$ cat src/hw/rtl/mbb3_pkg.sv
// ----------------------------------------------------------------------------
// mbb3_pkg
// Shared widths, register indexes and types of the 3D mask bounding box unit.
// ----------------------------------------------------------------------------
`default_nettype none

package mbb3_pkg;

    localparam int unsigned PosW    = 12;
    localparam int unsigned DimW    = 13;
    localparam int unsigned PadW    = 12;
    localparam int unsigned CfgIdxW = 2;
    localparam int unsigned CfgW    = 13;

    typedef logic [CfgIdxW-1:0] t_cfg_idx;

    localparam t_cfg_idx RegSizeX = 2'd0;
    localparam t_cfg_idx RegSizeY = 2'd1;
    localparam t_cfg_idx RegSizeZ = 2'd2;
    localparam t_cfg_idx RegPad   = 2'd3;

    typedef struct packed {
        logic            voxel_set;
        logic [PosW-1:0] pos_x;
        logic [PosW-1:0] pos_y;
        logic [PosW-1:0] pos_z;
        logic            last_voxel;
    } t_voxel;

    typedef struct packed {
        logic cfg_wr;
        logic step;
        logic hit;
        logic last;
    } t_axis_ctrl;

endpackage

`default_nettype wire

$ cat src/hw/rtl/mbb3_voxel_if.sv
// ----------------------------------------------------------------------------
// mbb3_voxel_if
// Voxel channel: valid/ready handshake with mask bit, coordinates and last.
// ----------------------------------------------------------------------------
`default_nettype none

interface mbb3_voxel_if;
    logic                      valid;
    logic                      ready;
    logic                      voxel_set;
    logic [mbb3_pkg::PosW-1:0] pos_x;
    logic [mbb3_pkg::PosW-1:0] pos_y;
    logic [mbb3_pkg::PosW-1:0] pos_z;
    logic                      last_voxel;

    modport source (output valid, voxel_set, pos_x, pos_y, pos_z, last_voxel, input ready);
    modport sink   (input valid, voxel_set, pos_x, pos_y, pos_z, last_voxel, output ready);
endinterface

`default_nettype wire

$ cat src/hw/rtl/mbb3_box_if.sv
// ----------------------------------------------------------------------------
// mbb3_box_if
// Box channel: valid/ready handshake with padded start and end per axis.
// ----------------------------------------------------------------------------
`default_nettype none

interface mbb3_box_if;
    logic                      valid;
    logic                      ready;
    logic [mbb3_pkg::DimW-1:0] start_x;
    logic [mbb3_pkg::DimW-1:0] start_y;
    logic [mbb3_pkg::DimW-1:0] start_z;
    logic [mbb3_pkg::DimW-1:0] end_x;
    logic [mbb3_pkg::DimW-1:0] end_y;
    logic [mbb3_pkg::DimW-1:0] end_z;

    modport source (output valid, start_x, start_y, start_z, end_x, end_y, end_z,
                    input ready);
    modport sink   (input valid, start_x, start_y, start_z, end_x, end_y, end_z,
                    output ready);
endinterface

`default_nettype wire

$ cat src/hw/rtl/mask_bounding_box_3d_unit.sv
// ----------------------------------------------------------------------------
// mask_bounding_box_3d_unit
// Bounding box of a binary 3D mask, padded and clamped to the volume size.
// ----------------------------------------------------------------------------
//  channel   dir  handshake              carries
//  i_vox     in   valid/ready            voxel_set, pos_x/y/z, last_voxel
//  o_box     out  valid/ready            start_x/y/z, end_x/y/z
//  i_cfg_*   in   write enable, no wait  size_x/y/z, padding
//
//  One item per cycle unless stalled; an accepted item waits in the input
//  register, and a last item's box goes to the output register when it leaves.
//  Only an item marked last stalls, and only while the output register still
//  holds an untaken box. Reset is synchronous, active low; it sets each size
//  to MAX_DIM, padding to zero and empties both stages.
// ----------------------------------------------------------------------------
`default_nettype none

module mask_bounding_box_3d_unit #(
    parameter int unsigned MAX_DIM = 4096
) (
    input  wire logic                          i_clk,
    input  wire logic                          i_rst_n,
    input  wire logic                          i_cfg_we,
    input  wire logic [mbb3_pkg::CfgIdxW-1:0]  i_cfg_idx,
    input  wire logic [mbb3_pkg::CfgW-1:0]     i_cfg_data,
    mbb3_voxel_if.sink                         i_vox,
    mbb3_box_if.source                         o_box
);

    localparam int unsigned DimW = mbb3_pkg::DimW;

    logic                        r_vox_valid;
    mbb3_pkg::t_voxel            r_vox;
    logic [mbb3_pkg::PadW-1:0]   r_pad;
    logic                        r_out_valid;
    logic [DimW-1:0]             r_start_x, r_start_y, r_start_z;
    logic [DimW-1:0]             r_end_x, r_end_y, r_end_z;

    logic                        out_free, adv, hit;
    logic                        rng_x, rng_y, rng_z;
    logic [DimW-1:0]             st_x, st_y, st_z, en_x, en_y, en_z;
    mbb3_pkg::t_axis_ctrl        ctrl_x, ctrl_y, ctrl_z;

    assign out_free    = !r_out_valid || o_box.ready;
    assign adv         = r_vox_valid && (!r_vox.last_voxel || out_free);
    assign i_vox.ready = !r_vox_valid || adv;
    assign hit         = r_vox.voxel_set && rng_x && rng_y && rng_z;

    always_comb begin
        ctrl_x = '{cfg_wr: i_cfg_we && (i_cfg_idx == mbb3_pkg::RegSizeX),
                   step: adv, hit: hit, last: r_vox.last_voxel};
        ctrl_y = '{cfg_wr: i_cfg_we && (i_cfg_idx == mbb3_pkg::RegSizeY),
                   step: adv, hit: hit, last: r_vox.last_voxel};
        ctrl_z = '{cfg_wr: i_cfg_we && (i_cfg_idx == mbb3_pkg::RegSizeZ),
                   step: adv, hit: hit, last: r_vox.last_voxel};
    end

    mbb3_axis #(.MAX_DIM(MAX_DIM)) u_axis_x (
        .i_clk(i_clk), .i_rst_n(i_rst_n), .i_ctrl(ctrl_x), .i_cfg_data(i_cfg_data),
        .i_pos(r_vox.pos_x), .i_pad(r_pad), .o_in_range(rng_x),
        .o_start(st_x), .o_end(en_x)
    );

    mbb3_axis #(.MAX_DIM(MAX_DIM)) u_axis_y (
        .i_clk(i_clk), .i_rst_n(i_rst_n), .i_ctrl(ctrl_y), .i_cfg_data(i_cfg_data),
        .i_pos(r_vox.pos_y), .i_pad(r_pad), .o_in_range(rng_y),
        .o_start(st_y), .o_end(en_y)
    );

    mbb3_axis #(.MAX_DIM(MAX_DIM)) u_axis_z (
        .i_clk(i_clk), .i_rst_n(i_rst_n), .i_ctrl(ctrl_z), .i_cfg_data(i_cfg_data),
        .i_pos(r_vox.pos_z), .i_pad(r_pad), .o_in_range(rng_z),
        .o_start(st_z), .o_end(en_z)
    );

    always_ff @(posedge i_clk) begin
        if (!i_rst_n) begin
            r_vox_valid <= 1'b0;
            r_out_valid <= 1'b0;
            r_pad       <= '0;
        end else begin
            if (i_vox.valid && i_vox.ready) begin
                r_vox_valid <= 1'b1;
            end else if (adv) begin
                r_vox_valid <= 1'b0;
            end

            if (adv && r_vox.last_voxel) begin
                r_out_valid <= 1'b1;
            end else if (o_box.ready) begin
                r_out_valid <= 1'b0;
            end

            if (i_cfg_we && (i_cfg_idx == mbb3_pkg::RegPad)) begin
                r_pad <= i_cfg_data[mbb3_pkg::PadW-1:0];
            end
        end
    end

    always_ff @(posedge i_clk) begin
        if (i_vox.valid && i_vox.ready) begin
            r_vox <= '{voxel_set: i_vox.voxel_set, pos_x: i_vox.pos_x,
                       pos_y: i_vox.pos_y, pos_z: i_vox.pos_z,
                       last_voxel: i_vox.last_voxel};
        end
        if (adv && r_vox.last_voxel) begin
            r_start_x <= st_x;
            r_start_y <= st_y;
            r_start_z <= st_z;
            r_end_x   <= en_x;
            r_end_y   <= en_y;
            r_end_z   <= en_z;
        end
    end

    assign o_box.valid   = r_out_valid;
    assign o_box.start_x = r_start_x;
    assign o_box.start_y = r_start_y;
    assign o_box.start_z = r_start_z;
    assign o_box.end_x   = r_end_x;
    assign o_box.end_y   = r_end_y;
    assign o_box.end_z   = r_end_z;

endmodule

`default_nettype wire

$ cat src/hw/rtl/mbb3_axis.sv
// ----------------------------------------------------------------------------
// mbb3_axis
// One axis: size register, running low/high, range check and padded result.
// ----------------------------------------------------------------------------
`default_nettype none

module mbb3_axis #(
    parameter int unsigned MAX_DIM = 4096
) (
    input  wire logic                        i_clk,
    input  wire logic                        i_rst_n,
    input  wire mbb3_pkg::t_axis_ctrl        i_ctrl,
    input  wire logic [mbb3_pkg::CfgW-1:0]   i_cfg_data,
    input  wire logic [mbb3_pkg::PosW-1:0]   i_pos,
    input  wire logic [mbb3_pkg::PadW-1:0]   i_pad,
    output logic                             o_in_range,
    output logic [mbb3_pkg::DimW-1:0]        o_start,
    output logic [mbb3_pkg::DimW-1:0]        o_end
);

    localparam int unsigned DimW     = mbb3_pkg::DimW;
    localparam int unsigned DimSpan  = 1 << DimW;
    localparam logic [DimW-1:0] ResetSize = DimW'(MAX_DIM % DimSpan);
    localparam logic [DimW-1:0] SizeCap   =
        DimW'((MAX_DIM < DimSpan) ? MAX_DIM : DimSpan - 1);

    logic [DimW-1:0] r_size, n_size;
    logic [DimW-1:0] r_low,  n_low;
    logic [DimW-1:0] r_high, n_high;
    logic [DimW-1:0] upd_low, upd_high, pos_ext, pos_inc;
    logic [DimW:0]   low_diff, end_sum;

    assign pos_ext    = {1'b0, i_pos};
    assign pos_inc    = pos_ext + DimW'(1);
    assign o_in_range = pos_ext < r_size;

    always_comb begin
        upd_low  = r_low;
        upd_high = r_high;
        if (i_ctrl.hit) begin
            if (pos_ext < r_low) begin
                upd_low = pos_ext;
            end
            if (pos_inc > r_high) begin
                upd_high = pos_inc;
            end
        end

        low_diff = {1'b0, upd_low} - {2'b00, i_pad};
        end_sum  = {1'b0, upd_high} + {2'b00, i_pad};
        o_start  = low_diff[DimW] ? '0 : low_diff[DimW-1:0];
        o_end    = (end_sum > {1'b0, r_size}) ? r_size : end_sum[DimW-1:0];

        n_size = r_size;
        n_low  = r_low;
        n_high = r_high;
        if (i_ctrl.cfg_wr) begin
            n_size = (i_cfg_data > SizeCap) ? SizeCap : i_cfg_data;
            n_low  = n_size;
            n_high = '0;
        end else if (i_ctrl.step) begin
            if (i_ctrl.last) begin
                n_low  = r_size;
                n_high = '0;
            end else begin
                n_low  = upd_low;
                n_high = upd_high;
            end
        end
    end

    always_ff @(posedge i_clk) begin
        if (!i_rst_n) begin
            r_size <= ResetSize;
            r_low  <= ResetSize;
            r_high <= '0;
        end else begin
            r_size <= n_size;
            r_low  <= n_low;
            r_high <= n_high;
        end
    end

endmodule

`default_nettype wire

$ cat src/flat_wrapper.sv
// flat-port wrapper written by rule: the top's interface ports become plain ports
module mask_bounding_box_3d_unit_flat 
#(
    parameter int unsigned MAX_DIM = 4096
)
  (i_clk, i_rst_n, i_cfg_we, i_cfg_idx, i_cfg_data, i_vox_valid, i_vox_voxel_set, i_vox_pos_x, i_vox_pos_y, i_vox_pos_z, i_vox_last_voxel, i_vox_ready, o_box_valid, o_box_start_x, o_box_start_y, o_box_start_z, o_box_end_x, o_box_end_y, o_box_end_z, o_box_ready);
  mbb3_voxel_if i_vox_i ();
  mbb3_box_if o_box_i ();
  input  wire logic i_clk;
  input  wire logic i_rst_n;
  input  wire logic i_cfg_we;
  input  wire logic [mbb3_pkg::CfgIdxW-1:0] i_cfg_idx;
  input  wire logic [mbb3_pkg::CfgW-1:0] i_cfg_data;
  input wire logic [$bits(i_vox_i.valid)-1:0] i_vox_valid;
  input wire logic [$bits(i_vox_i.voxel_set)-1:0] i_vox_voxel_set;
  input wire logic [$bits(i_vox_i.pos_x)-1:0] i_vox_pos_x;
  input wire logic [$bits(i_vox_i.pos_y)-1:0] i_vox_pos_y;
  input wire logic [$bits(i_vox_i.pos_z)-1:0] i_vox_pos_z;
  input wire logic [$bits(i_vox_i.last_voxel)-1:0] i_vox_last_voxel;
  output wire logic [$bits(i_vox_i.ready)-1:0] i_vox_ready;
  output wire logic [$bits(o_box_i.valid)-1:0] o_box_valid;
  output wire logic [$bits(o_box_i.start_x)-1:0] o_box_start_x;
  output wire logic [$bits(o_box_i.start_y)-1:0] o_box_start_y;
  output wire logic [$bits(o_box_i.start_z)-1:0] o_box_start_z;
  output wire logic [$bits(o_box_i.end_x)-1:0] o_box_end_x;
  output wire logic [$bits(o_box_i.end_y)-1:0] o_box_end_y;
  output wire logic [$bits(o_box_i.end_z)-1:0] o_box_end_z;
  input wire logic [$bits(o_box_i.ready)-1:0] o_box_ready;
  assign i_vox_i.valid = i_vox_valid;
  assign i_vox_i.voxel_set = i_vox_voxel_set;
  assign i_vox_i.pos_x = i_vox_pos_x;
  assign i_vox_i.pos_y = i_vox_pos_y;
  assign i_vox_i.pos_z = i_vox_pos_z;
  assign i_vox_i.last_voxel = i_vox_last_voxel;
  assign i_vox_ready = i_vox_i.ready;
  assign o_box_valid = o_box_i.valid;
  assign o_box_start_x = o_box_i.start_x;
  assign o_box_start_y = o_box_i.start_y;
  assign o_box_start_z = o_box_i.start_z;
  assign o_box_end_x = o_box_i.end_x;
  assign o_box_end_y = o_box_i.end_y;
  assign o_box_end_z = o_box_i.end_z;
  assign o_box_i.ready = o_box_ready;
  mask_bounding_box_3d_unit #(.MAX_DIM(MAX_DIM)) u_core (.i_clk(i_clk), .i_rst_n(i_rst_n), .i_cfg_we(i_cfg_we), .i_cfg_idx(i_cfg_idx), .i_cfg_data(i_cfg_data), .i_vox(i_vox_i), .o_box(o_box_i));
endmodule
$ cat config.mk
export PLATFORM = sky130hd
export DESIGN_NAME = mask_bounding_box_3d_unit_flat
export DESIGN_NICKNAME = d
export VERILOG_FILES = /design/src/hw/rtl/mbb3_pkg.sv /design/src/hw/rtl/mbb3_voxel_if.sv /design/src/hw/rtl/mbb3_box_if.sv /design/src/hw/rtl/mask_bounding_box_3d_unit.sv /design/src/hw/rtl/mbb3_axis.sv /design/src/flat_wrapper.sv
export SDC_FILE = /design/constraint.sdc
export NUM_CORES = 1
export LEC_CHECK = 0
export CORE_ASPECT_RATIO = 0.75
export CORE_MARGIN = 2
export CORE_UTILIZATION = 30
export CTS_BUF_LIST = sky130_fd_sc_hd__clkbuf_4
export DETAILED_ROUTE_END_ITERATION = 12
export DONT_BUFFER_PORTS = 1
export MAX_ROUTING_LAYER = met4
export PLACE_DENSITY = 0.45
export SETUP_SLACK_MARGIN = 0.2
export SYNTH_ARGS = -nofsm -noshare
export SYNTH_HDL_FRONTEND = slang
export SYNTH_SLANG_ARGS = --single-unit
$ cat constraint.sdc
create_clock -name i_clk -period 8.08 [get_ports i_clk]
set_input_delay 1.616 -clock i_clk [delete_from_list [all_inputs] [get_ports i_clk]]
set_output_delay 1.616 -clock i_clk [all_outputs]
set_load 0.005 [all_outputs]
==> impl_metrics.json, run 1 <==
{
  "slew-limit-headroom": 0.2484,
  "vias": 14443,
  "drt_iter0_drc": 1219,
  "cts_tree": "yes",
  "yosysTopAreaCell": "edfxtp_1",
  "clk_path_buf_depth": 3,
  "gp_congestion": 0.9160,
  "tightest_slew_ps": 1127,
  "grt_setup_unrepaired": "no",
  "cts_made_buffers": 72,
  "pre_cts_ws_ps": 49.93,
  "dieArea_sq_mm": 0.05973,
  "hold_buffers": 0,
  "ys_seq_elements": 247,
  "routedWlPerCell_um": 22.42,
  "ys_seq_area_frac": 0.3523,
  "placed_area_sq_mm": 0.01826,
  "period_share": 0.9011,
  "cts.clk_slew.worst_paths_ps": 60,
  "powerDensity_mw_per_mm2": 185.5,
  "drt-pass1-iter-count": 5,
  "routed_wl_um": 62360,
  "start_util": 0.3027,
  "max-vdd-ir-drop_v": 0.00008216,
  "fin_skew_ps": 58.95,
  "setup_viol": 0,
  "synth_top_area_frac": 0.2010,
  "path_class": "reg2reg",
  "synth_cells": 1887,
  "syn_nets": 2170,
  "final_area_sq_mm": 0.01945,
  "grt_max_degree": 97,
  "reg2regPathDepth": 30,
  "dieHeight_um": 212.2,
  "fin_nets": 2220,
  "dp_cells": 2633,
  "antenna_found_initial": 4,
  "synthArstFlopShare": 0,
  "worstPathArrival_ps": 7850,
  "maxCapViolCount": 0,
  "ys_types": 78,
  "syn_area_sq_mm": 0.01733,
  "cp-end-kind": "flop",
  "fin_crit_ps": 7281,
  "slew_viol_final": 0,
  "hold_path.class": "reg2reg",
  "synth_area_per_cell_sq_um": 9.184,
  "pin_count": 138,
  "critPathLaunchType": "flop",
  "status": "complete, no violations",
  "synthFlopType": "dfxtp_1",
  "io_buffers": 0,
  "drive_gt1_frac": 0.1227,
  "finalHoldViolCount": 0,
  "largest_reg_flops": 37,
  "core_area_sq_mm": 0.05724,
  "worstPathRequired_ps": 8650,
  "fmax_mhz": 137.3,
  "final_cell_count_no_fill": 2782,
  "globalRouteOverflowTotal": 0,
  "slowest_delay_ps": 620,
  "final_core_util": 0.3398,
  "postRouteAntennaNets": 0,
  "synthTopCellsByArea": "edfxtp_1 (20%), ha_1 (16%), dfxtp_1 (15%)",
  "dp_hpwl_um": 47210,
  "largest_register": "u_core.r_vox",
  "drc": 0,
  "grt.total_usage": 0.2141,
  "cp_max_fo": 27,
  "fp.dieW_um": 281.5,
  "cts-root-buf": "clkbuf_4",
  "cts.sinks": 247,
  "clk_latency_ps": 860,
  "synthTopCellsByCount": "ha_1 (219), a21oi_1 (167), nor2_1 (157)",
  "cp_slowest_cell": "edfxtp_1",
  "ys_warn_count": 0,
  "synth_edf_count": 116,
  "layout_setup_ws_ps": 799.0,
  "whs_path_depth": 2,
  "synth_most_common_cell": "ha_1",
  "area.growth.synth_to_final_pct": 12.23,
  "rows": 76,
  "vias_per_cell": 5.192,
  "grt_pass1_vias": 13587,
  "grt_pass1_wl_um": 90520,
  "setup_tns_ps": 0,
  "cts_max_level": 3,
  "leakagePower_uw": 0.007535
}
## layer usage
| metal | up-vias | global-route usage | wire length (um) |
|---|---|---|---|
| li1 | 6983 | - | - |
| met1 | 6864 | 0.3079 | 31290 |
| met2 | 500 | 0.2962 | 25230 |
| met3 | 96 | 0.04989 | 4343 |
| met4 | 0 | 0.05906 | 1502 |
| met5 | - | - | 0 |
## cell type report
type,instances,area [sq um]
antenna,6,15.01
clock buffer,112,840.8
clock inverter,21,163.9
fill,5996,37800
inverter,156,588.1
multi-input combinational,1427,10510
sequential,247,6106
tap,780,975.9
timing repair buffer,33,247.7
## metrics by stage
step / hold WS, ps / power (uW)
floorplan: 436.3 / 2037
global placement: 446.0 / 2269
detailed placement: 451.4 / 2277
CTS: 460.3 / 3647
global route: 487.5 / 3835
finish: 460.9 / 3607
## worst paths after layout
check / endpoint / startpoint / slack, ps
min reg2reg: u_core.u_axis_x.r_high[12]$_SDFFE_PP0P_ / u_core.u_axis_x.r_high[12]$_SDFFE_PP0P_ / 460
min: u_core.u_axis_x.r_high[12]$_SDFFE_PP0P_ / u_core.u_axis_x.r_high[12]$_SDFFE_PP0P_ / 460
max reg2reg: u_core.o_box.end_z[6]$_DFFE_PP_ / u_core.r_vox[6]$_DFFE_PP_ / 800
max: u_core.o_box.end_z[6]$_DFFE_PP_ / u_core.r_vox[6]$_DFFE_PP_ / 800
## logic make-up after synthesis
family / Yosys count / synth area share
AOI/OAI and AO/OA: 491 / 0.1861
DFF: 247 / 0.3523
muxes: 76 / 0.04996
xor gates and xnor gates: 86 / 0.04346
buffers and inverters: 215 / 0.04852
adders and majority gates: 225 / 0.1650
and+or+nand+nor: 547 / 0.1546
## cell usage in the layout, fill, tap and decap left out, types with 30 or more instances in the layout
cell | netlist | final
xnor2_1 | 54 | 53
nor2b_1 | 82 | 82
inv_1 | 156 | 155
clkbuf_4 | 0 | 112
nand2_1 | 120 | 120
ha_1 | 219 | 219
nand3_1 | 66 | 66
buf_4 | 1 | 33
a21oi_1 | 167 | 167
xor2_1 | 32 | 32
mux2_2 | 43 | 43
edfxtp_1 | 116 | 116
o21ai_0 | 96 | 95
dfxtp_1 | 131 | 131
a221o_1 | 30 | 30
nor2_1 | 157 | 157
## repair_timing
item / in CTS / in global routing
gates resized for setup: 2 / 15
endpoints found under the hold margin: 0 / 0
buffers inserted: 0 / 8
cloned: 0 / 2
pin swaps: 0 / 1
endpoints found under the setup margin: 11 / 36
## worst max-delay path, delay by kind of cell (launching register included)
| family | cells | cell delay [ps] |
|---|---|---|
| multiplexers | 1 | 330 |
| buffers and inverters | 1 | 240 |
| AND/OR/NAND/NOR | 11 | 1760 |
| flip-flops | 1 | 620 |
| XOR/XNOR | 2 | 400 |
| AO/OA/AOI/OAI | 12 | 2760 |
| adder cells (fa/ha/maj) | 3 | 900 |
## where the power goes
| part | total, uW | internal (uW) | switching, uW |
|---|---|---|---|
| combinational | 813 | 333 | 479 |
| clock | 1340 | 703 | 636 |
| sequential | 1460 | 1390 | 67.5 |
No activity file was read; power rests on OpenSTA's default activity.
==> inputs of run 2 (changes only) <==
--- a/config.mk
+++ b/config.mk
@@ -7,12 +7,12 @@
 export LEC_CHECK = 0
 export CORE_ASPECT_RATIO = 0.75
 export CORE_MARGIN = 2
-export CORE_UTILIZATION = 30
+export CORE_UTILIZATION = 35
 export CTS_BUF_LIST = sky130_fd_sc_hd__clkbuf_4
 export DETAILED_ROUTE_END_ITERATION = 12
 export DONT_BUFFER_PORTS = 1
 export MAX_ROUTING_LAYER = met4
-export PLACE_DENSITY = 0.45
+export PLACE_DENSITY = 0.5
 export SETUP_SLACK_MARGIN = 0.2
 export SYNTH_ARGS = -nofsm -noshare
 export SYNTH_HDL_FRONTEND = slang
==> impl_metrics.json, run 2 (synthesized netlist as in run 1, its figures left out) <==
{
  "drive_gt1_frac": 0.1220,
  "grt.total_usage": 0.2436,
  "power_uw": 3558,
  "path_depth": 27,
  "routedWlPerCell_um": 22.90,
  "dieArea_sq_mm": 0.05133,
  "hold_path.class": "reg2reg",
  "setup_viol": 0,
  "grt_pass1_wl_um": 89810,
  "cts_made_buffers": 73,
  "cp_max_fo": 13,
  "cts.clk_slew.worst_paths_ps": 70,
  "pre_cts_ws_ps": 3.475,
  "cp-end-kind": "flop",
  "drt_iter0_drc": 1186,
  "path_class": "reg2reg",
  "worstPathArrival_ps": 7990,
  "fin_crit_ps": 7380,
  "leakagePower_uw": 0.007554,
  "layout_setup_ws_ps": 699.5,
  "grt_pass1_vias": 14009,
  "gp_congestion": 0.8905,
  "r2r_start": "u_core.r_vox[26]$_DFFE_PP_",
  "largest_register": "u_core.r_vox",
  "critPathLaunchType": "flop",
  "cp_slowest_cell": "or4b_2",
  "finalHoldViolCount": 0,
  "ff2ff_setup_slack_ps": 700,
  "hold_buffers": 0,
  "cp-endpoint": "u_core.o_box.end_x[12]$_DFFE_PP_",
  "clk_path_buf_depth": 3,
  "cts_tree": "yes",
  "postRouteAntennaNets": 0,
  "dp_hpwl_um": 46370,
  "grt_setup_unrepaired": "no",
  "status": "complete, no violations",
  "fmax_mhz": 135.5,
  "clk_latency_ps": 850,
  "max-vdd-ir-drop_v": 0.00008814,
  "setup_tns_ps": 0,
  "worst-path-buf-inv": 1,
  "powerDensity_mw_per_mm2": 184.3,
  "cpMostUsedCell": "ha_1",
  "cts.sinks": 247,
  "fp.dieW_um": 260.9,
  "vias_per_cell": 5.517,
  "slew_viol_final": 0,
  "maxCapViolCount": 0,
  "hold_slack_ps": 465.8,
  "drt-pass1-iter-count": 5,
  "grt_max_degree": 97,
  "routed_wl_um": 60740,
  "io_buffers": 0,
  "cp_top_family": "simple AND/OR/NAND/NOR gates",
  "cts_max_level": 3,
  "rr_endpoint": "u_core.o_box.end_x[12]$_DFFE_PP_",
  "layout_common_cells": "ha_1 (219), a21oi_1 (166), nor2_1 (157)",
  "fin_nets": 2228,
  "slew-limit-headroom": 0.2224,
  "reg2regPathDepth": 27,
  "area.growth.synth_to_final_pct": 11.39,
  "fin_skew_ps": 74.61,
  "final_common_cell": "ha_1",
  "dieHeight_um": 196.7,
  "core_area_sq_mm": 0.04878,
  "rows": 70,
  "pin_count": 138,
  "globalRouteOverflowTotal": 0,
  "drc": 0,
  "slowest_delay_ps": 600,
  "cts-root-buf": "clkbuf_4",
  "tightest_slew_ps": 1166,
  "vias": 14630,
  "period_share": 0.9134,
  "start_util": 0.3552,
  "largest_reg_flops": 37,
  "antenna_found_initial": 3,
  "worstPathRequired_ps": 8690,
  "startpoint": "u_core.r_vox[26]$_DFFE_PP_"
}
run 2: cell types whose count changed in the layout (fill, tap and decap cells not counted), sizes merged:
cell      delta
a31o         -1
buf          +8
clkbuf       -7
clkinv       +3
clkinvlp     +1
diode        -2
run 2: area by class of cell:
type / instances / area [sq um]
Fill cell: 4850 / 29480
Antenna cell: 4 / 10.01
Tap cell: 648 / 810.8
Clock inverter: 25 / 178.9
Timing Repair Buffer: 41 / 320.3
Inverter: 156 / 588.1
Multi-Input combinational cell: 1426 / 10500
Clock buffer: 105 / 788.3
Sequential cell: 247 / 6106
run 2: worst min-delay path by stage:
stage                                            start                                      end  depth (start not counted)  slack [ps]
3_3_place_gp   u_core.u_axis_x.r_high[12]$_SDFFE_PP0P_  u_core.u_axis_x.r_high[12]$_SDFFE_PP0P_                          2         440
6_report       u_core.u_axis_x.r_high[12]$_SDFFE_PP0P_  u_core.u_axis_x.r_high[12]$_SDFFE_PP0P_                          2         470
4_1_cts        u_core.u_axis_x.r_high[12]$_SDFFE_PP0P_  u_core.u_axis_x.r_high[12]$_SDFFE_PP0P_                          2         470
2_1_floorplan  u_core.u_axis_x.r_high[12]$_SDFFE_PP0P_  u_core.u_axis_x.r_high[12]$_SDFFE_PP0P_                          2         440
3_5_place_dp    u_core.u_axis_x.r_high[8]$_SDFFE_PP0P_   u_core.u_axis_x.r_high[8]$_SDFFE_PP0P_                          1         450
5_1_grt        u_core.u_axis_x.r_high[12]$_SDFFE_PP0P_  u_core.u_axis_x.r_high[12]$_SDFFE_PP0P_                          2         490
run 2: metrics by stage:
| stage | util | cells | area, sq um |
|---|---|---|---|
| floorplan | - | 1887 | 17330 |
| global placement | 0.3716 | 2505 | 18130 |
| detailed placement | 0.3716 | 2505 | 18130 |
| CTS | 0.3916 | 2635 | 19100 |
| global route | 0.3957 | 2652 | 19300 |
| finish | 0.3957 | 2652 | 19300 |
run 2: metal layers:
layer,routed length [um],vias to the layer above,global-route usage
li1,-,7005,-
met1,29460,7045,0.3404
met2,24340,465,0.3295
met3,5252,115,0.07999
met4,1682,0,0.07280
met5,0,-,-
run 2: report_power, final:
| group | switching [uW] | total [uW] | leakage [uW] | internal, uW |
|---|---|---|---|---|
| Sequential | 65.2 | 1450 | 0.00216 | 1390 |
| Combinational | 480 | 815 | 0.00483 | 335 |
| Clock | 621 | 1290 | 0.000565 | 668 |
| Total | 1170 | 3560 | 0.00755 | 2390 |
run 2: timing repair:
item,4_1_cts,5_1_grt
setup endpoints to repair,24,36
pin swaps,0,1
resized for setup,2,14
cloned,0,1
setup buffers,0,12
run 2: worst reg2reg max path: cells and delay by family (launching register included):
family	cells	cell delay, ps
buf+inv	1	80
xor+xnor	1	200
mux	1	390
flops	1	520
compound gates	10	2370
simple gates	10	2500
fa+ha+maj	4	1120
==> inputs of run 3 (changes only) <==
--- a/config.mk
+++ b/config.mk
@@ -5,7 +5,7 @@
 export SDC_FILE = /design/constraint.sdc
 export NUM_CORES = 1
 export LEC_CHECK = 0
-export CORE_ASPECT_RATIO = 0.75
+export CORE_ASPECT_RATIO = 0.6
 export CORE_MARGIN = 2
 export CORE_UTILIZATION = 35
 export CTS_BUF_LIST = sky130_fd_sc_hd__clkbuf_4
==> constraint.sdc (replaced) <==
create_clock -name i_clk -period 7.52 [get_ports i_clk]
set_input_delay 1.504 -clock i_clk [delete_from_list [all_inputs] [get_ports i_clk]]
set_output_delay 1.504 -clock i_clk [all_outputs]
set_load 0.005 [all_outputs]
==> impl_metrics.json, run 3 (synthesized netlist as in run 1, its figures left out) <==
{
  "status": "complete, no violations",
  "dieArea_sq_mm": 0.05137,
  "grt_pass1_wl_um": 92580,
  "cp-end-kind": "flop",
  "cts.sinks": 247,
  "cp_slowest_cell": "edfxtp_1",
  "layout_setup_ws_ps": 438.6,
  "largest_register": "u_core.r_vox",
  "worstPathArrival_ps": 7590,
  "hold_path.class": "reg2reg",
  "pre_cts_ws_ps": -211.9,
  "grt_max_degree": 97,
  "whs_path_depth": 2,
  "final_common_cell": "ha_1",
  "ff2ff_setup_slack_ps": 440,
  "slew-limit-headroom": 0.2152,
  "worstPathRequired_ps": 8030,
  "gp_congestion": 0.9685,
  "tightest_slew_ps": 1173,
  "fin_crit_ps": 7081,
  "dp_hpwl_um": 49390,
  "layout_common_cells": "ha_1 (218), a21oi_1 (165), inv_1 (155)",
  "grt_setup_unrepaired": "no",
  "routed_wl_um": 64070,
  "period_share": 0.9417,
  "drc": 0,
  "setup_tns_ps": 0,
  "start_util": 0.3529,
  "largest_reg_flops": 37,
  "r2r_start": "u_core.r_vox[26]$_DFFE_PP_",
  "cts_max_level": 3,
  "postRouteAntennaNets": 0,
  "finalHoldViolCount": 0,
  "pin_count": 138,
  "routedWlPerCell_um": 23.93,
  "antenna_found_initial": 1,
  "power_uw": 3823,
  "leakagePower_uw": 0.007738,
  "fin_nets": 2259,
  "critPathLaunchType": "flop",
  "clk_path_buf_depth": 3,
  "drive_gt1_frac": 0.1451,
  "cts_made_buffers": 68,
  "rr_endpoint": "u_core.o_box.end_x[4]$_DFFE_PP_",
  "cts-root-buf": "clkbuf_4",
  "vias_per_cell": 5.521,
  "grt.total_usage": 0.2518,
  "core_area_sq_mm": 0.04911,
  "cts.clk_slew.worst_paths_ps": 70,
  "fmax_mhz": 141.2,
  "grt_pass1_vias": 13788,
  "fp.dieW_um": 291.3,
  "slowest_delay_ps": 450,
  "area.growth.synth_to_final_pct": 13.36,
  "clk_latency_ps": 780,
  "drt_iter0_drc": 1450,
  "io_buffers": 0,
  "max-vdd-ir-drop_v": 0.00009917,
  "drt-pass1-iter-count": 7,
  "reg2regPathDepth": 29,
  "path_class": "reg2reg",
  "vias": 14781,
  "globalRouteOverflowTotal": 0,
  "hold_start": "u_core.u_axis_x.r_high[12]$_SDFFE_PP0P_",
  "maxCapViolCount": 0,
  "setup_viol": 0,
  "cp_max_fo": 20,
  "slew_viol_final": 0,
  "hold_slack_ps": 460.9,
  "cpMostUsedCell": "ha_1",
  "dieHeight_um": 176.4,
  "startpoint": "u_core.r_vox[26]$_DFFE_PP_",
  "cts_tree": "yes",
  "rows": 63,
  "min_to": "u_core.u_axis_x.r_high[12]$_SDFFE_PP0P_",
  "powerDensity_mw_per_mm2": 194.6,
  "fin_skew_ps": 47.20
}
## run 3: changes by cell type in the layout (fill, tap and decap cells not counted), sizes merged
cell	change
clkbuf	-8
buf	+36
clkinv	-3
bufinv	+1
diode	-3
and3	-1
a31o	+1
## run 3: final cells by class
type / instances / area, sq um
clock inverters: 23 / 180.2
inverters: 156 / 586.8
multi-input cells: 1426 / 10620
clock buffers: 97 / 728.2
flip-flops and latches: 247 / 6106
well taps: 650 / 813.3
repair buffers: 77 / 606.8
fillers: 4934 / 29460
diodes: 1 / 2.502
## run 3: worst max-delay path, delay by kind of cell, from the launching register on
| kind | cells | cell delay [ps] |
|---|---|---|
| compound gates | 10 | 2310 |
| simple gates | 12 | 1960 |
| fa+ha+maj | 4 | 1230 |
| flops | 1 | 450 |
| mux | 1 | 340 |
| xor+xnor | 1 | 320 |
| buf+inv | 1 | 220 |
## run 3: what timing repair did
| action | in CTS | in global routing |
|---|---|---|
| endpoints found under the setup margin | 20 | 39 |
| hold buffers | 0 | 0 |
| pin swaps | 0 | 6 |
| cloned | 0 | 1 |
| setup buffers | 1 | 15 |
| gates resized for setup | 5 | 39 |
## run 3: worst max-delay path by stage
stage	end	slack (ps)	cells after the start
after global placement	u_core.o_box.end_x[3]$_DFFE_PP_	-200	28
after detailed placement	u_core.o_box.end_x[3]$_DFFE_PP_	-210	28
after CTS	u_core.o_box.end_x[3]$_DFFE_PP_	180	27
final	u_core.o_box.end_x[4]$_DFFE_PP_	440	29
after global routing	u_core.o_box.end_x[4]$_DFFE_PP_	130	29
after floorplan	u_core.o_box.end_z[10]$_DFFE_PP_	860	36
## run 3: layer usage
metal	global-route usage	part of all wire	wire length [um]
met5	-	0	0
met4	0.05635	0.017	1112
met3	0.08963	0.11	6881
met2	0.3203	0.37	23980
met1	0.3697	0.50	32100
## run 3: through the flow
stage | instances | utilization | instance area, sq um
4_1_cts | 2660 | 0.3937 | 19330
2_1_floorplan | 1887 | - | 17330
6_report | 2677 | 0.4000 | 19650
3_5_place_dp | 2539 | 0.3744 | 18390
5_1_grt | 2677 | 0.4000 | 19650
3_3_place_gp | 2539 | 0.3744 | 18390
## run 3: power by group
| group | internal [uW] | switching (uW) | total (uW) |
|---|---|---|---|
| sequential | 1490 | 64.4 | 1560 |
| clock | 700 | 647 | 1350 |
| combinational | 375 | 544 | 920 |
| total | 2570 | 1260 | 3820 |
